File: src/rtl/core/stl_pkg.sv
`default_nettype none
// ----------------------------------------------------------------------------
// Script token lexer package
// Shared types and constants: lexer modes, token kinds, error causes,
// character codes and the layout of one token result.
// ----------------------------------------------------------------------------
package stl_pkg;

	// Default width of the running byte position.
	localparam int POSITION_BITS_DEF = 24;

	// Fixed widths of the result fields.
	localparam int OFFSET_W = 24;
	localparam int LEN_W    = 24;
	localparam logic [LEN_W-1:0] LEN_MAX = '1;

	// Depth of the result queue; one item can push up to three results.
	localparam int FIFO_DEPTH  = 8;
	localparam int MAX_RESULTS = 3;

	// Lexer modes.
	typedef enum logic [3:0] {
		M_IDLE   = 4'd0,
		M_IDENT  = 4'd1,
		M_NUMBER = 4'd2,
		M_STRING = 4'd3,
		M_OPER   = 4'd4,
		M_HASH   = 4'd5,
		M_SLASH  = 4'd6,
		M_LINE   = 4'd7,
		M_BLOCK  = 4'd8,
		M_SKIP   = 4'd9
	} lex_mode_t;

	// Token kinds.
	localparam logic [3:0] KIND_IDENT   = 4'd0;
	localparam logic [3:0] KIND_NUMBER  = 4'd1;
	localparam logic [3:0] KIND_STRING  = 4'd2;
	localparam logic [3:0] KIND_BRACKET = 4'd3;
	localparam logic [3:0] KIND_SEP     = 4'd4;
	localparam logic [3:0] KIND_OPER    = 4'd5;
	localparam logic [3:0] KIND_HASH    = 4'd6;
	localparam logic [3:0] KIND_END     = 4'd7;
	localparam logic [3:0] KIND_ERROR   = 4'd8;

	// Error causes.
	localparam logic [1:0] CAUSE_NONE    = 2'd0;
	localparam logic [1:0] CAUSE_UNTERM  = 2'd1;
	localparam logic [1:0] CAUSE_UNKNOWN = 2'd2;

	// Character codes with a special role.
	localparam logic [7:0] CH_HASH  = 8'h23;
	localparam logic [7:0] CH_STAR  = 8'h2A;
	localparam logic [7:0] CH_SLASH = 8'h2F;
	localparam logic [7:0] CH_LF    = 8'h0A;
	localparam logic [7:0] CH_UNDER = 8'h5F;
	localparam logic [7:0] CH_QUOTE = 8'h22;
	localparam logic [7:0] CH_DOT   = 8'h2E;

	// One token result.
	typedef struct packed {
		logic [3:0]          kind;
		logic [OFFSET_W-1:0] start;
		logic [LEN_W-1:0]    len;
		logic [1:0]          cause;
		logic                last;
	} result_t;

endpackage
`default_nettype wire

File: src/rtl/core/stl_step.sv
`default_nettype none
// ----------------------------------------------------------------------------
// Script token lexer step
// Combinational mode update for one source byte. Produces the next lexer
// state and up to three token results in stream order.
// ----------------------------------------------------------------------------
module stl_step #(
	parameter int POSITION_BITS = stl_pkg::POSITION_BITS_DEF
) (
	input  logic                      [7:0] byte_in,
	input  logic                            final_byte,
	input  stl_pkg::lex_mode_t              mode,
	input  logic                            star,
	input  logic        [POSITION_BITS-1:0] bpos,
	input  logic        [POSITION_BITS-1:0] tstart,
	input  logic       [stl_pkg::LEN_W-1:0] tlen,
	output stl_pkg::lex_mode_t              mode_n,
	output logic                            star_n,
	output logic        [POSITION_BITS-1:0] bpos_n,
	output logic        [POSITION_BITS-1:0] tstart_n,
	output logic       [stl_pkg::LEN_W-1:0] tlen_n,
	output stl_pkg::result_t                res [stl_pkg::MAX_RESULTS],
	output logic                      [1:0] res_cnt
);

	localparam int OW = stl_pkg::OFFSET_W;
	localparam int LW = stl_pkg::LEN_W;

	// Character classes.
	function automatic logic is_letter(input logic [7:0] c);
		return (c >= 8'h61 && c <= 8'h7A) || (c >= 8'h41 && c <= 8'h5A) ||
			c == stl_pkg::CH_UNDER;
	endfunction

	function automatic logic is_digit(input logic [7:0] c);
		return c >= 8'h30 && c <= 8'h39;
	endfunction

	function automatic logic is_space(input logic [7:0] c);
		return c == 8'h20 || c == 8'h09 || c == 8'h0D || c == stl_pkg::CH_LF;
	endfunction

	function automatic logic is_bracket(input logic [7:0] c);
		return c == 8'h28 || c == 8'h29 || c == 8'h5B || c == 8'h5D ||
			c == 8'h7B || c == 8'h7D;
	endfunction

	function automatic logic is_sep(input logic [7:0] c);
		return c == 8'h3B || c == 8'h2C || c == stl_pkg::CH_DOT;
	endfunction

	function automatic logic is_sign(input logic [7:0] c);
		return c == 8'h2D || c == 8'h2B || c == stl_pkg::CH_STAR ||
			c == stl_pkg::CH_SLASH || c == stl_pkg::CH_DOT || c == 8'h3D ||
			c == 8'h21 || c == 8'h26 || c == 8'h7C || c == 8'h5E ||
			c == 8'h3C || c == 8'h3E || c == 8'h3A;
	endfunction

	// Builds one result from a position-wide start offset.
	function automatic stl_pkg::result_t mk(input logic [3:0] k,
		input logic [POSITION_BITS-1:0] s, input logic [LW-1:0] l,
		input logic [1:0] c, input logic lst);
		stl_pkg::result_t r;
		r.kind  = k;
		r.start = OW'(s);
		r.len   = l;
		r.cause = c;
		r.last  = lst;
		return r;
	endfunction

	stl_pkg::result_t cand [4];
	logic       [3:0] cand_v;
	logic             fresh;
	logic    [LW-1:0] tlen_inc;
	logic [POSITION_BITS-1:0] pos_inc;

	assign tlen_inc = (tlen != stl_pkg::LEN_MAX) ? tlen + LW'(1) : tlen;
	assign pos_inc  = bpos + POSITION_BITS'(1);

	// Mode update: closing of the open token, a fresh start, and end of text.
	always_comb begin
		mode_n   = mode;
		star_n   = star;
		bpos_n   = bpos;
		tstart_n = tstart;
		tlen_n   = tlen;
		fresh    = 1'b0;
		cand_v   = '0;
		for (int k = 0; k < 4; k++) begin
			cand[k] = '0;
		end

		if (mode == stl_pkg::M_SKIP) begin
			// Bytes after an unknown character are dropped up to the last one.
			if (final_byte) begin
				mode_n   = stl_pkg::M_IDLE;
				star_n   = 1'b0;
				bpos_n   = '0;
				tstart_n = '0;
				tlen_n   = '0;
			end
		end else begin
			unique case (mode)
				stl_pkg::M_IDENT: begin
					if (is_letter(byte_in) || is_digit(byte_in)) begin
						tlen_n = tlen_inc;
					end else begin
						cand[0] = mk(stl_pkg::KIND_IDENT, tstart, tlen, stl_pkg::CAUSE_NONE, 1'b0);
						cand_v[0] = 1'b1;
						fresh = 1'b1;
					end
				end
				stl_pkg::M_NUMBER: begin
					if (is_digit(byte_in) || byte_in == stl_pkg::CH_DOT) begin
						tlen_n = tlen_inc;
					end else begin
						cand[0] = mk(stl_pkg::KIND_NUMBER, tstart, tlen, stl_pkg::CAUSE_NONE, 1'b0);
						cand_v[0] = 1'b1;
						fresh = 1'b1;
					end
				end
				stl_pkg::M_OPER: begin
					if (is_sign(byte_in)) begin
						tlen_n = tlen_inc;
					end else begin
						cand[0] = mk(stl_pkg::KIND_OPER, tstart, tlen, stl_pkg::CAUSE_NONE, 1'b0);
						cand_v[0] = 1'b1;
						fresh = 1'b1;
					end
				end
				stl_pkg::M_HASH: begin
					if (is_letter(byte_in)) begin
						tlen_n = tlen_inc;
					end else begin
						cand[0] = mk(stl_pkg::KIND_HASH, tstart, tlen, stl_pkg::CAUSE_NONE, 1'b0);
						cand_v[0] = 1'b1;
						fresh = 1'b1;
					end
				end
				stl_pkg::M_STRING: begin
					tlen_n = tlen_inc;
					if (byte_in == stl_pkg::CH_QUOTE) begin
						cand[0] = mk(stl_pkg::KIND_STRING, tstart, tlen_inc,
							stl_pkg::CAUSE_NONE, 1'b0);
						cand_v[0] = 1'b1;
						mode_n = stl_pkg::M_IDLE;
					end
				end
				stl_pkg::M_SLASH: begin
					if (byte_in == stl_pkg::CH_SLASH) begin
						mode_n = stl_pkg::M_LINE;
					end else if (byte_in == stl_pkg::CH_STAR) begin
						mode_n = stl_pkg::M_BLOCK;
						star_n = 1'b0;
					end else begin
						cand[0] = mk(stl_pkg::KIND_OPER, tstart, LW'(1), stl_pkg::CAUSE_NONE, 1'b0);
						cand_v[0] = 1'b1;
						fresh = 1'b1;
					end
				end
				stl_pkg::M_LINE: begin
					if (byte_in == stl_pkg::CH_LF) begin
						mode_n = stl_pkg::M_IDLE;
					end
				end
				stl_pkg::M_BLOCK: begin
					// The closing slash counts only after a star seen inside the comment.
					if (star && byte_in == stl_pkg::CH_SLASH) begin
						mode_n = stl_pkg::M_IDLE;
						star_n = 1'b0;
					end else begin
						star_n = (byte_in == stl_pkg::CH_STAR);
					end
				end
				default: begin
					fresh = 1'b1;
				end
			endcase

			// Classify a byte that starts something new.
			if (fresh) begin
				mode_n = stl_pkg::M_IDLE;
				priority if (is_space(byte_in)) begin
					mode_n = stl_pkg::M_IDLE;
				end else if (is_letter(byte_in)) begin
					mode_n = stl_pkg::M_IDENT;
					tstart_n = bpos;
					tlen_n = LW'(1);
				end else if (is_digit(byte_in)) begin
					mode_n = stl_pkg::M_NUMBER;
					tstart_n = bpos;
					tlen_n = LW'(1);
				end else if (byte_in == stl_pkg::CH_QUOTE) begin
					mode_n = stl_pkg::M_STRING;
					tstart_n = bpos;
					tlen_n = LW'(1);
				end else if (is_bracket(byte_in)) begin
					cand[1] = mk(stl_pkg::KIND_BRACKET, bpos, LW'(1), stl_pkg::CAUSE_NONE, 1'b0);
					cand_v[1] = 1'b1;
				end else if (is_sep(byte_in)) begin
					cand[1] = mk(stl_pkg::KIND_SEP, bpos, LW'(1), stl_pkg::CAUSE_NONE, 1'b0);
					cand_v[1] = 1'b1;
				end else if (byte_in == stl_pkg::CH_SLASH) begin
					mode_n = stl_pkg::M_SLASH;
					tstart_n = bpos;
					tlen_n = LW'(1);
				end else if (is_sign(byte_in)) begin
					mode_n = stl_pkg::M_OPER;
					tstart_n = bpos;
					tlen_n = LW'(1);
				end else if (byte_in == stl_pkg::CH_HASH) begin
					mode_n = stl_pkg::M_HASH;
					tstart_n = bpos;
					tlen_n = LW'(1);
				end else begin
					cand[1] = mk(stl_pkg::KIND_ERROR, bpos, LW'(1), stl_pkg::CAUSE_UNKNOWN, 1'b1);
					cand_v[1] = 1'b1;
					mode_n = stl_pkg::M_SKIP;
				end
			end

			// Advance the position, or close the text on its last byte.
			if (!final_byte) begin
				bpos_n = pos_inc;
			end else begin
				unique case (mode_n)
					stl_pkg::M_SKIP: begin
					end
					stl_pkg::M_STRING: begin
						cand[2] = mk(stl_pkg::KIND_ERROR, tstart_n, tlen_n,
							stl_pkg::CAUSE_UNTERM, 1'b1);
						cand_v[2] = 1'b1;
					end
					stl_pkg::M_IDENT: begin
						cand[2] = mk(stl_pkg::KIND_IDENT, tstart_n, tlen_n, stl_pkg::CAUSE_NONE, 1'b0);
						cand_v[2] = 1'b1;
					end
					stl_pkg::M_NUMBER: begin
						cand[2] = mk(stl_pkg::KIND_NUMBER, tstart_n, tlen_n, stl_pkg::CAUSE_NONE, 1'b0);
						cand_v[2] = 1'b1;
					end
					stl_pkg::M_OPER: begin
						cand[2] = mk(stl_pkg::KIND_OPER, tstart_n, tlen_n, stl_pkg::CAUSE_NONE, 1'b0);
						cand_v[2] = 1'b1;
					end
					stl_pkg::M_HASH: begin
						cand[2] = mk(stl_pkg::KIND_HASH, tstart_n, tlen_n, stl_pkg::CAUSE_NONE, 1'b0);
						cand_v[2] = 1'b1;
					end
					stl_pkg::M_SLASH: begin
						cand[2] = mk(stl_pkg::KIND_OPER, tstart_n, LW'(1), stl_pkg::CAUSE_NONE, 1'b0);
						cand_v[2] = 1'b1;
					end
					default: begin
					end
				endcase
				if (mode_n != stl_pkg::M_SKIP && mode_n != stl_pkg::M_STRING) begin
					cand[3] = mk(stl_pkg::KIND_END, pos_inc, '0, stl_pkg::CAUSE_NONE, 1'b1);
					cand_v[3] = 1'b1;
				end
				mode_n   = stl_pkg::M_IDLE;
				star_n   = 1'b0;
				bpos_n   = '0;
				tstart_n = '0;
				tlen_n   = '0;
			end
		end
	end

	// Pack the valid results to the front, keeping their order.
	always_comb begin
		res_cnt = '0;
		for (int k = 0; k < stl_pkg::MAX_RESULTS; k++) begin
			res[k] = '0;
		end
		for (int k = 0; k < 4; k++) begin
			if (cand_v[k]) begin
				res[res_cnt] = cand[k];
				res_cnt = res_cnt + 2'd1;
			end
		end
	end

endmodule
`default_nettype wire

File: src/rtl/core/stl_fifo.sv
`default_nettype none
// ----------------------------------------------------------------------------
// Script token lexer result queue
// Small queue of token results: up to three pushed per cycle, one popped
// per output request.
// ----------------------------------------------------------------------------
module stl_fifo #(
	parameter int DEPTH = stl_pkg::FIFO_DEPTH
) (
	input  logic                     clk,
	input  logic                     arst_n,
	input  logic               [1:0] push_cnt,
	input  stl_pkg::result_t         push_data [stl_pkg::MAX_RESULTS],
	input  logic                     pop,
	output stl_pkg::result_t         head,
	output logic                     not_empty,
	output logic [$clog2(DEPTH):0]   count
);

	localparam int PW = $clog2(DEPTH);

	stl_pkg::result_t mem_q [DEPTH];
	logic [PW-1:0]    wr_ptr_q;
	logic [PW-1:0]    rd_ptr_q;
	logic [PW:0]      count_q;

	assign head      = mem_q[rd_ptr_q];
	assign not_empty = (count_q != '0);
	assign count     = count_q;

	// Storage for pushed results.
	always_ff @(posedge clk) begin
		for (int k = 0; k < stl_pkg::MAX_RESULTS; k++) begin
			if (2'(k) < push_cnt) begin
				mem_q[wr_ptr_q + PW'(k)] <= push_data[k];
			end
		end
	end

	// Pointers and fill level.
	always_ff @(posedge clk or negedge arst_n) begin
		if (!arst_n) begin
			wr_ptr_q <= '0;
			rd_ptr_q <= '0;
			count_q  <= '0;
		end else begin
			wr_ptr_q <= wr_ptr_q + PW'(push_cnt);
			if (pop) begin
				rd_ptr_q <= rd_ptr_q + PW'(1);
			end
			count_q <= count_q + (PW + 1)'(push_cnt) - (PW + 1)'(pop);
		end
	end

endmodule
`default_nettype wire

File: src/rtl/core/script_token_lexer_unit.sv
`default_nettype none
// ----------------------------------------------------------------------------
// Script token lexer unit
// Streaming lexer for a C-like script: one source byte per request in,
// one token result per request out.
// ----------------------------------------------------------------------------
// Usage:
//   The byte channel (byte_valid/byte_stall) takes one source byte per
//   request, with final_byte set on the last byte of a text. The token
//   channel (tok_valid/tok_stall) returns kind, start offset, length,
//   error cause and a last flag for each token, then an end result (or an
//   error result that closes the stream). A new text then starts at
//   offset zero.
//   A byte is taken every cycle unless byte_stall is set. Its results
//   pass through the input register and the queue to the token channel.
//   A token is usually reported when the byte after it arrives. One byte
//   may cause up to three results; they leave through the token port at
//   one result per cycle from an eight-entry queue, and the byte channel
//   stalls while a byte is held and more than five results are queued.
//   When the receiver stalls, the head result holds and the queue fills.
//   Reset clears the lexer to idle at offset zero and empties the queue.
// ----------------------------------------------------------------------------
module script_token_lexer_unit #(
	parameter int POSITION_BITS = stl_pkg::POSITION_BITS_DEF
) (
	input  logic        clk,
	input  logic        arst_n,
	input  logic        byte_valid,
	output logic        byte_stall,
	input  logic  [7:0] byte_in,
	input  logic        final_byte,
	output logic        tok_valid,
	input  logic        tok_stall,
	output logic  [3:0] kind,
	output logic [23:0] start_offset,
	output logic [23:0] length,
	output logic  [1:0] error_cause,
	output logic        last_result
);

	localparam int DEPTH = stl_pkg::FIFO_DEPTH;
	localparam int CW    = $clog2(DEPTH) + 1;
	localparam int LW    = stl_pkg::LEN_W;

	// Input register.
	logic       valid_s1;
	logic [7:0] byte_s1;
	logic       final_s1;

	// Lexer state.
	stl_pkg::lex_mode_t       mode_q;
	logic                     star_q;
	logic [POSITION_BITS-1:0] bpos_q;
	logic [POSITION_BITS-1:0] tstart_q;
	logic [LW-1:0]            tlen_q;

	stl_pkg::lex_mode_t       mode_n;
	logic                     star_n;
	logic [POSITION_BITS-1:0] bpos_n;
	logic [POSITION_BITS-1:0] tstart_n;
	logic [LW-1:0]            tlen_n;

	stl_pkg::result_t res [stl_pkg::MAX_RESULTS];
	logic [1:0]       res_cnt;
	stl_pkg::result_t head;
	logic [CW-1:0]    fifo_count;
	logic             room;
	logic             advance;
	logic             accept;

	// The queue must have room for a full burst of results before a byte is processed.
	assign room       = (fifo_count <= CW'(DEPTH - stl_pkg::MAX_RESULTS));
	assign advance    = valid_s1 && room;
	assign byte_stall = valid_s1 && !room;
	assign accept     = byte_valid && !byte_stall;

	// Input register control.
	always_ff @(posedge clk or negedge arst_n) begin
		if (!arst_n) begin
			valid_s1 <= 1'b0;
		end else if (accept) begin
			valid_s1 <= 1'b1;
		end else if (advance) begin
			valid_s1 <= 1'b0;
		end
	end

	// Input register payload.
	always_ff @(posedge clk) begin
		if (accept) begin
			byte_s1  <= byte_in;
			final_s1 <= final_byte;
		end
	end

	stl_step #(
		.POSITION_BITS(POSITION_BITS)
	) u_step (
		.byte_in   (byte_s1),
		.final_byte(final_s1),
		.mode      (mode_q),
		.star      (star_q),
		.bpos      (bpos_q),
		.tstart    (tstart_q),
		.tlen      (tlen_q),
		.mode_n    (mode_n),
		.star_n    (star_n),
		.bpos_n    (bpos_n),
		.tstart_n  (tstart_n),
		.tlen_n    (tlen_n),
		.res       (res),
		.res_cnt   (res_cnt)
	);

	// Lexer state update, once per processed byte.
	always_ff @(posedge clk or negedge arst_n) begin
		if (!arst_n) begin
			mode_q   <= stl_pkg::M_IDLE;
			star_q   <= 1'b0;
			bpos_q   <= '0;
			tstart_q <= '0;
			tlen_q   <= '0;
		end else if (advance) begin
			mode_q   <= mode_n;
			star_q   <= star_n;
			bpos_q   <= bpos_n;
			tstart_q <= tstart_n;
			tlen_q   <= tlen_n;
		end
	end

	stl_fifo #(
		.DEPTH(DEPTH)
	) u_fifo (
		.clk      (clk),
		.arst_n   (arst_n),
		.push_cnt (advance ? res_cnt : 2'd0),
		.push_data(res),
		.pop      (tok_valid && !tok_stall),
		.head     (head),
		.not_empty(tok_valid),
		.count    (fifo_count)
	);

	// Output fields come straight from the queue head.
	assign kind         = head.kind;
	assign start_offset = head.start;
	assign length       = head.len;
	assign error_cause  = head.cause;
	assign last_result  = head.last;

endmodule
`default_nettype wire

File: config.mk
export PLATFORM = sky130hd
export DESIGN_NAME = script_token_lexer_unit
export DESIGN_NICKNAME = d
export VERILOG_FILES = /design/src/rtl/core/stl_pkg.sv /design/src/rtl/core/stl_step.sv /design/src/rtl/core/stl_fifo.sv /design/src/rtl/core/script_token_lexer_unit.sv
export SDC_FILE = /design/constraint.sdc
export NUM_CORES = 1
export LEC_CHECK = 0
export BUFFER_PORTS_ARGS = -buffer_cell sky130_fd_sc_hd__buf_2
export CORE_MARGIN = 5
export CORE_UTILIZATION = 59
export CTS_CLUSTER_DIAMETER = 30
export DETAILED_ROUTE_END_ITERATION = 12
export PLACE_DENSITY = 0.76
export SKIP_CTS_REPAIR_TIMING = 1
export SYNTH_ARGS = -nofsm -noshare
export SYNTH_HDL_FRONTEND = slang
export SYNTH_SLANG_ARGS = --single-unit
File: constraint.sdc
create_clock -name clk -period 11 [get_ports clk]
set_input_delay 2.2 -clock clk [delete_from_list [all_inputs] [get_ports clk]]
set_output_delay 2.2 -clock clk [all_outputs]
set_load 0.05 [all_outputs]
==> Word-level counts from Yosys, hierarchy flattened <==
Memory sizes are Yosys's and may differ from the RTL's.
Index checks and enable logic that the tools add are counted.
{ "classes": {"div_mod_pow": 0, "muxes": 132, "mul": 0, "eq_ne": 49, "n_reduce_logical": 48, "add_sub_neg": 11, "n_bitwise": 3, "order_cmp": 16, "shift": 0} }
{ "op_table": {"columns": ["op", "count"], "rows": [
  ["$mux W55", 15],
  ["$mux W24", 32],
  ["$pmux W55 S6", 2],
  ["$bwmux W165", 3],
  ["$mux W165", 3],
  ["$demux W55 S2", 3],
  ["$mux W220", 1],
  ["$mux W54", 4],
  ["$eq A8 B6 Y1 const B", 18],
  ["$pmux W24 S5", 1],
  ["$mux W110", 1],
  ["$mux W4", 20],
  ["$eq A8 B7 Y1 const B", 7],
  ["$mux W53", 1],
  ["$mux W52", 1],
  ["$mux W51", 1],
  ["$add A24 B1 Y24 const B", 2],
  ["$mux W1", 35],
  ["$eq A4 B3 Y1 const B", 7],
  ["$logic_or A1 B1 Y1", 26],
  ["$eq A8 B4 Y1 const B", 3],
  ["$ne A24 B24 Y1 const B", 1],
  ["$eq A4 B2 Y1 const B", 4],
  ["$ge A8 B7 Y1 const B", 2],
  ["other kinds (37)", 66]
]} }
{ "word_totals": {"elab_cells": 271, "mem_bits_ro": 0, "latch_bits": 0, "memories": 1, "out_inout_bits": 57, "ff_bits": 97, "in_bits": 13, "ramBits": 440} }
{ "memory_table": {"columns": ["name", "depth", "width", "rd", "rd_clocked_by_memory_dff", "wr", "line", "text"], "rows": [
  ["u_fifo.mem_q", 8, 55, 1, 0, 3, "stl_fifo.sv:22", "stl_pkg::result_t mem_q [DEPTH];"]
]} }

==> Longest topological paths before layout <==
{ "depth": {"depth_word": 40, "ltp_mapped": 26, "mapped_depth_nobuf": 23} }

==> Hierarchy <==
A second synthesis with hierarchy kept.
{ "unflattened": {"hier_cells": 4490, "hier_area_um2": 40292.4} }
{ "by_module_without_submodules": {"columns": ["mod", "seq_area_each_um2", "cells_each", "n_inst", "area_each_um2"], "rows": [
  ["stl_fifo", 13462.9, 3114, 1, 30021.3],
  ["stl_step", 0.0, 1192, 1, 7026.7],
  ["script_token_lexer_unit", 2222.1, 184, 1, 3244.4]
]} }

==> Worst setup path before layout <==
Ideal clock, no wire load.
{ "synth_path": {"kind": "reg2reg", "from": "register byte_s1[0]", "to": "memory u_fifo.mem_q[2][0] (netlist bit) (enable)", "period_less_slack_ns": 9.707, "setup_slack_ns": 1.293, "path_stages_with_launch": 21, "setup_ns": 0.550, "path_buffers": 5, "required_time_ns": 10.450, "arrival_time_ns": 9.157, "cell_sequence": "edfxtp_1 > clkbuf_1 > mux2_2 > a221oi_4 > a21oi_1 > o31a_1 > or4_1 > nor3_1 > ha_1 > clkbuf_1 > buf_1 > xnor2_1 > inv_1 > ha_1 > a211oi_1 > a32o_1 > buf_2 > o21a_1 > buf_4 > o21ai_1 > o31ai_1"} }
{ "synth_lines": {"columns": ["element", "line", "text"], "rows": [
  ["start, declared", "script_token_lexer_unit.sv:47", "logic [7:0] byte_s1;"],
  ["start signal, assigned", "script_token_lexer_unit.sv:91", "byte_s1 <= byte_in;"],
  ["end, declared", "stl_fifo.sv:22", null]
]} }

==> reports/summary.txt <==
====================================================================================
Cell area after layout ................................................   0.0382 mm2
Total Wirelength ......................................................    106000 um
Power Dens Cells ......................................................   339 mW/mm2
Area added between synthesis and finish ...............................        13.9%
DRT Pass-1 Iters ......................................................            8
Leakage dissipation ...................................................      16.3 nW
Crit path arrival time ................................................      8650 ps
Largest net degree at the start of global routing .....................           58
CTS clock-pin slew for the worst setup and hold paths .................        50 ps
Die span in y .........................................................       248 um
Clock latency on the worst-skew pair ..................................       670 ps
Via count of the first global-routing pass ............................        26500
Most instantiated cells after synthesis ............................... sky130_fd_sc_hd__mux2i_1, sky130_fd_sc_hd__edfxtp_1, sky130_fd_sc_hd__nand2_1
Most frequent cell on the critical path ............................... sky130_fd_sc_hd__ha_1
Count of distinct cell types in the synthesized netlist ...............           93
Fraction of layout instances using a drive strength above 1 ...........        19.7%
Number of buffers inserted during clock tree synthesis ................          113
Overall die area ......................................................   0.0617 mm2
TritonCTS clock tree ..................................................        built
Tcrit/Tclk final ......................................................        75.9%
Number of input and output port buffers inserted ......................           69
Share of the yosys chip area belonging to registers ...................        46.7%
Headroom to the max-slew limit ........................................        5.36%
Nets@finish ...........................................................         2886
Final global-route overflow total .....................................            0
Proportion of synthesized area in mux cells ...........................        24.3%
DR iter-0 viols .......................................................         3673
Total Negative Setup Slacks ...........................................         0 ps
Pin slew with the least headroom to its limit .........................      1420 ps
Placement Rows ........................................................           87
Vias post-DR ..........................................................        26500
CTS HTree Levels ......................................................            3
Post-place setup slack ................................................      2800 ps
Clock Tree Root ....................................................... sky130_fd_sc_hd__clkbuf_16
Average size of a mapped cell .........................................     11.7 um2
Num ports .............................................................           70
Number of sinks driven by the clock tree ..............................          537
Total Power Consumption ...............................................      12.9 mW
Cell types occupying the most area after synthesis .................... sky130_fd_sc_hd__edfxtp_1, sky130_fd_sc_hd__mux2i_1, sky130_fd_sc_hd__mux4_2
Delay contributed by the slowest stage of the critical path ...........       870 ps
IR drop worst, VDD ....................................................     0.291 mV
Antenna violations before repair ......................................            2
Startpoint kind of the worst setup timing path ........................    flip-flop
Number of register bits inferred by synthesis .........................          537
Global Route Usage Sum ................................................        33.4%
Simple-Gate Fraction of Synth Area ....................................        8.63%
Max-slew violations ...................................................            0
Dominant cell type by area after synthesis ............................ sky130_fd_sc_hd__edfxtp_1
Fraction of synthesized cell area in xor and xnor cells ...............        1.07%
Hpwl dp ...............................................................     65300 um
Avg WL per Cell .......................................................      28.7 um
# fillers .............................................................         4025
Worst hold-check path type ............................................      reg2reg
Cell total after placement ............................................         3493
Count of flip-flops with a built-in enable after synthesis ............          449
Largest family of logic cells by synthesized area ..................... multiplexers
Max-cap check violation count .........................................            0
Ratio of routed vias to standard cells ................................         7.15
Cell with the most instances after synthesis .......................... sky130_fd_sc_hd__mux2i_1
Minimum clock period ..................................................      8350 ps
Family with the most delay on the worst path .......................... compound AO/OA/AOI/OAI gates
FFs w/ async S/R, synth ...............................................        16.4%
R2R Setup Slk .........................................................      2650 ps
RSZ-0062 raised after global routing ..................................           no
Critical path class ...................................................      reg2reg
First-pass GRT wire length ............................................    162000 um
Endpoints failing hold ................................................            0
Post-synth net total ..................................................         2909
Complex-gate fraction of the synthesized area .........................        14.3%
Final setup vio count .................................................            0
Achievable frequency ..................................................    0.120 GHz
Die X .................................................................       248 um
Cell type of the slowest stage on the worst timing path ............... sky130_fd_sc_hd__o21ai_4
Maximum fanout along the worst path ...................................           33
Critical Path Sink Type ...............................................    flip-flop
Number of cells in the finished layout apart from fillers .............         3707
Post-route ant nets ...................................................            0
Weighted congestion at the end of routability-driven global placement .        0.937
Effective utilization at floorplan ....................................        59.5%
Number of warning messages in the yosys log ...........................            0
DRC violation count after routing .....................................            0
Syn Inst Count ........................................................         2875
Max Buffers Root-to-Sink ..............................................            3
CP Buf/Inv Count ......................................................            2
Area share of fa/ha/maj cells after synthesis .........................       0.828%
Outcome ............................................................... finished, final reports clean
Cell Chain, Critical Path ............................................. nor2_1 > a221oi_4 > a21oi_1 > o31a_1 > or4_1 > nor3_1 > ha_1 > xnor2_1 > inv_1 > ha_1 > a211oi_1 > a32o_1 > o21a_1 > o21ai_1 > o21ai_4 > buf_4
Post-synth top area share .............................................        40.2%
Post-synth top flop ................................................... sky130_fd_sc_hd__edfxtp_1
Post-place instance area ..............................................   0.0343 mm2
Mapped Area ...........................................................   0.0336 mm2
Area of the core ......................................................   0.0564 mm2
Antenna fix cells .....................................................            0
Required time of the critical path ....................................     11300 ps
Worst Clk Skew ........................................................      44.9 ps
PnR worst setup slack .................................................      2650 ps
====================================================================================
## layer usage
layer  track usage (%)  wire [um]  vias up
met4              10.4       3130        2
met1              47.3      41200    13000
li1                  -          -    11300
met3              9.68      14700      262
met5             0.232         13        -
met2              50.3      47400     1921
## power breakdown
group,total [mW],switching [mW],internal (mW)
clock network,3.49,1.16,2.32
logic,5.96,4.12,1.84
registers,3.49,0.380,3.11
total,12.9,5.66,7.28
## stage by stage
step	hold slack [ps]	util (%)
final	526	67.8
after global routing	537	67.8
after CTS	524	67.8
after detailed placement	497	60.8
after global placement	487	60.8
after floorplan	466	-
## worst min-delay path: cells and delay by family (launching register included)
family          cells  cell delay, ps
compound gates      1              70
flops               1             370
simple gates        1              50
## worst paths after layout
check | startpoint | end | cells past startpoint
max in group asynchronous | arst_n | u_fifo.rd_ptr_q[2]$_DFFE_PN0P_ | 2
max | byte_s1[1]$_DFFE_PP_ | u_fifo.mem_q[7][42]$_DFFE_PP_ | 16
min in group asynchronous | arst_n | u_fifo.rd_ptr_q[0]$_DFFE_PN0P_ | 1
max reg2reg | byte_s1[1]$_DFFE_PP_ | u_fifo.mem_q[7][42]$_DFFE_PP_ | 16
min | tstart_q[15]$_DFFE_PN0P_ | tstart_q[15]$_DFFE_PN0P_ | 2
min reg2reg | tstart_q[15]$_DFFE_PN0P_ | tstart_q[15]$_DFFE_PN0P_ | 2
## cells by family after synthesis
group,count (synthesis)
multiplexers,670
XOR/XNOR,41
AND/OR/NAND/NOR,597
adder cells (fa/ha/maj),21
AO/OA/AOI/OAI,702
flip-flops,537
buffers and inverters,307
## final cells by class
| cell class | count | area (um2) | area share, % |
|---|---|---|---|
| Multi-Input combinational cell | 2031 | 16700 | 43.6 |
| Sequential cell | 537 | 15700 | 41.1 |
| Clock buffer | 128 | 2950 | 7.71 |
| Clock inverter | 86 | 1000 | 2.62 |
| Tap cell | 756 | 946 | 2.47 |
| Timing Repair Buffer | 132 | 821 | 2.15 |
| Inverter | 37 | 139 | 0.363 |
## cells in the final DEF (no fill, tap or decap), types with 47 or more instances in the layout
cell type / n
sky130_fd_sc_hd__nor3_1: 51
sky130_fd_sc_hd__edfxtp_1: 449
sky130_fd_sc_hd__dfrtp_1: 85
sky130_fd_sc_hd__mux2i_1: 498
sky130_fd_sc_hd__nor2_1: 151
sky130_fd_sc_hd__mux2_2: 62
sky130_fd_sc_hd__nand3_1: 47
sky130_fd_sc_hd__clkbuf_16: 115
sky130_fd_sc_hd__a21oi_1: 129
sky130_fd_sc_hd__buf_4: 64
sky130_fd_sc_hd__buf_2: 68
sky130_fd_sc_hd__nand2_1: 193
sky130_fd_sc_hd__o21ai_0: 124
sky130_fd_sc_hd__mux4_2: 110
sky130_fd_sc_hd__o22ai_1: 161
## flip-flops by register name, indices dropped and copies added, names as in the netlist
| signal | count |
|---|---|
| tstart_q | 24 |
| star_q | 1 |
| u_fifo.wr_ptr_q | 3 |
| u_fifo.mem_q | 440 |
| bpos_q | 24 |
| mode_q | 4 |
| byte_s1 | 8 |
| final_s1 | 1 |
| u_fifo.rd_ptr_q | 3 |
| valid_s1 | 1 |
| u_fifo.count | 4 |
| tlen_q | 24 |
Note: power is estimated with default switching activity, not from simulation.
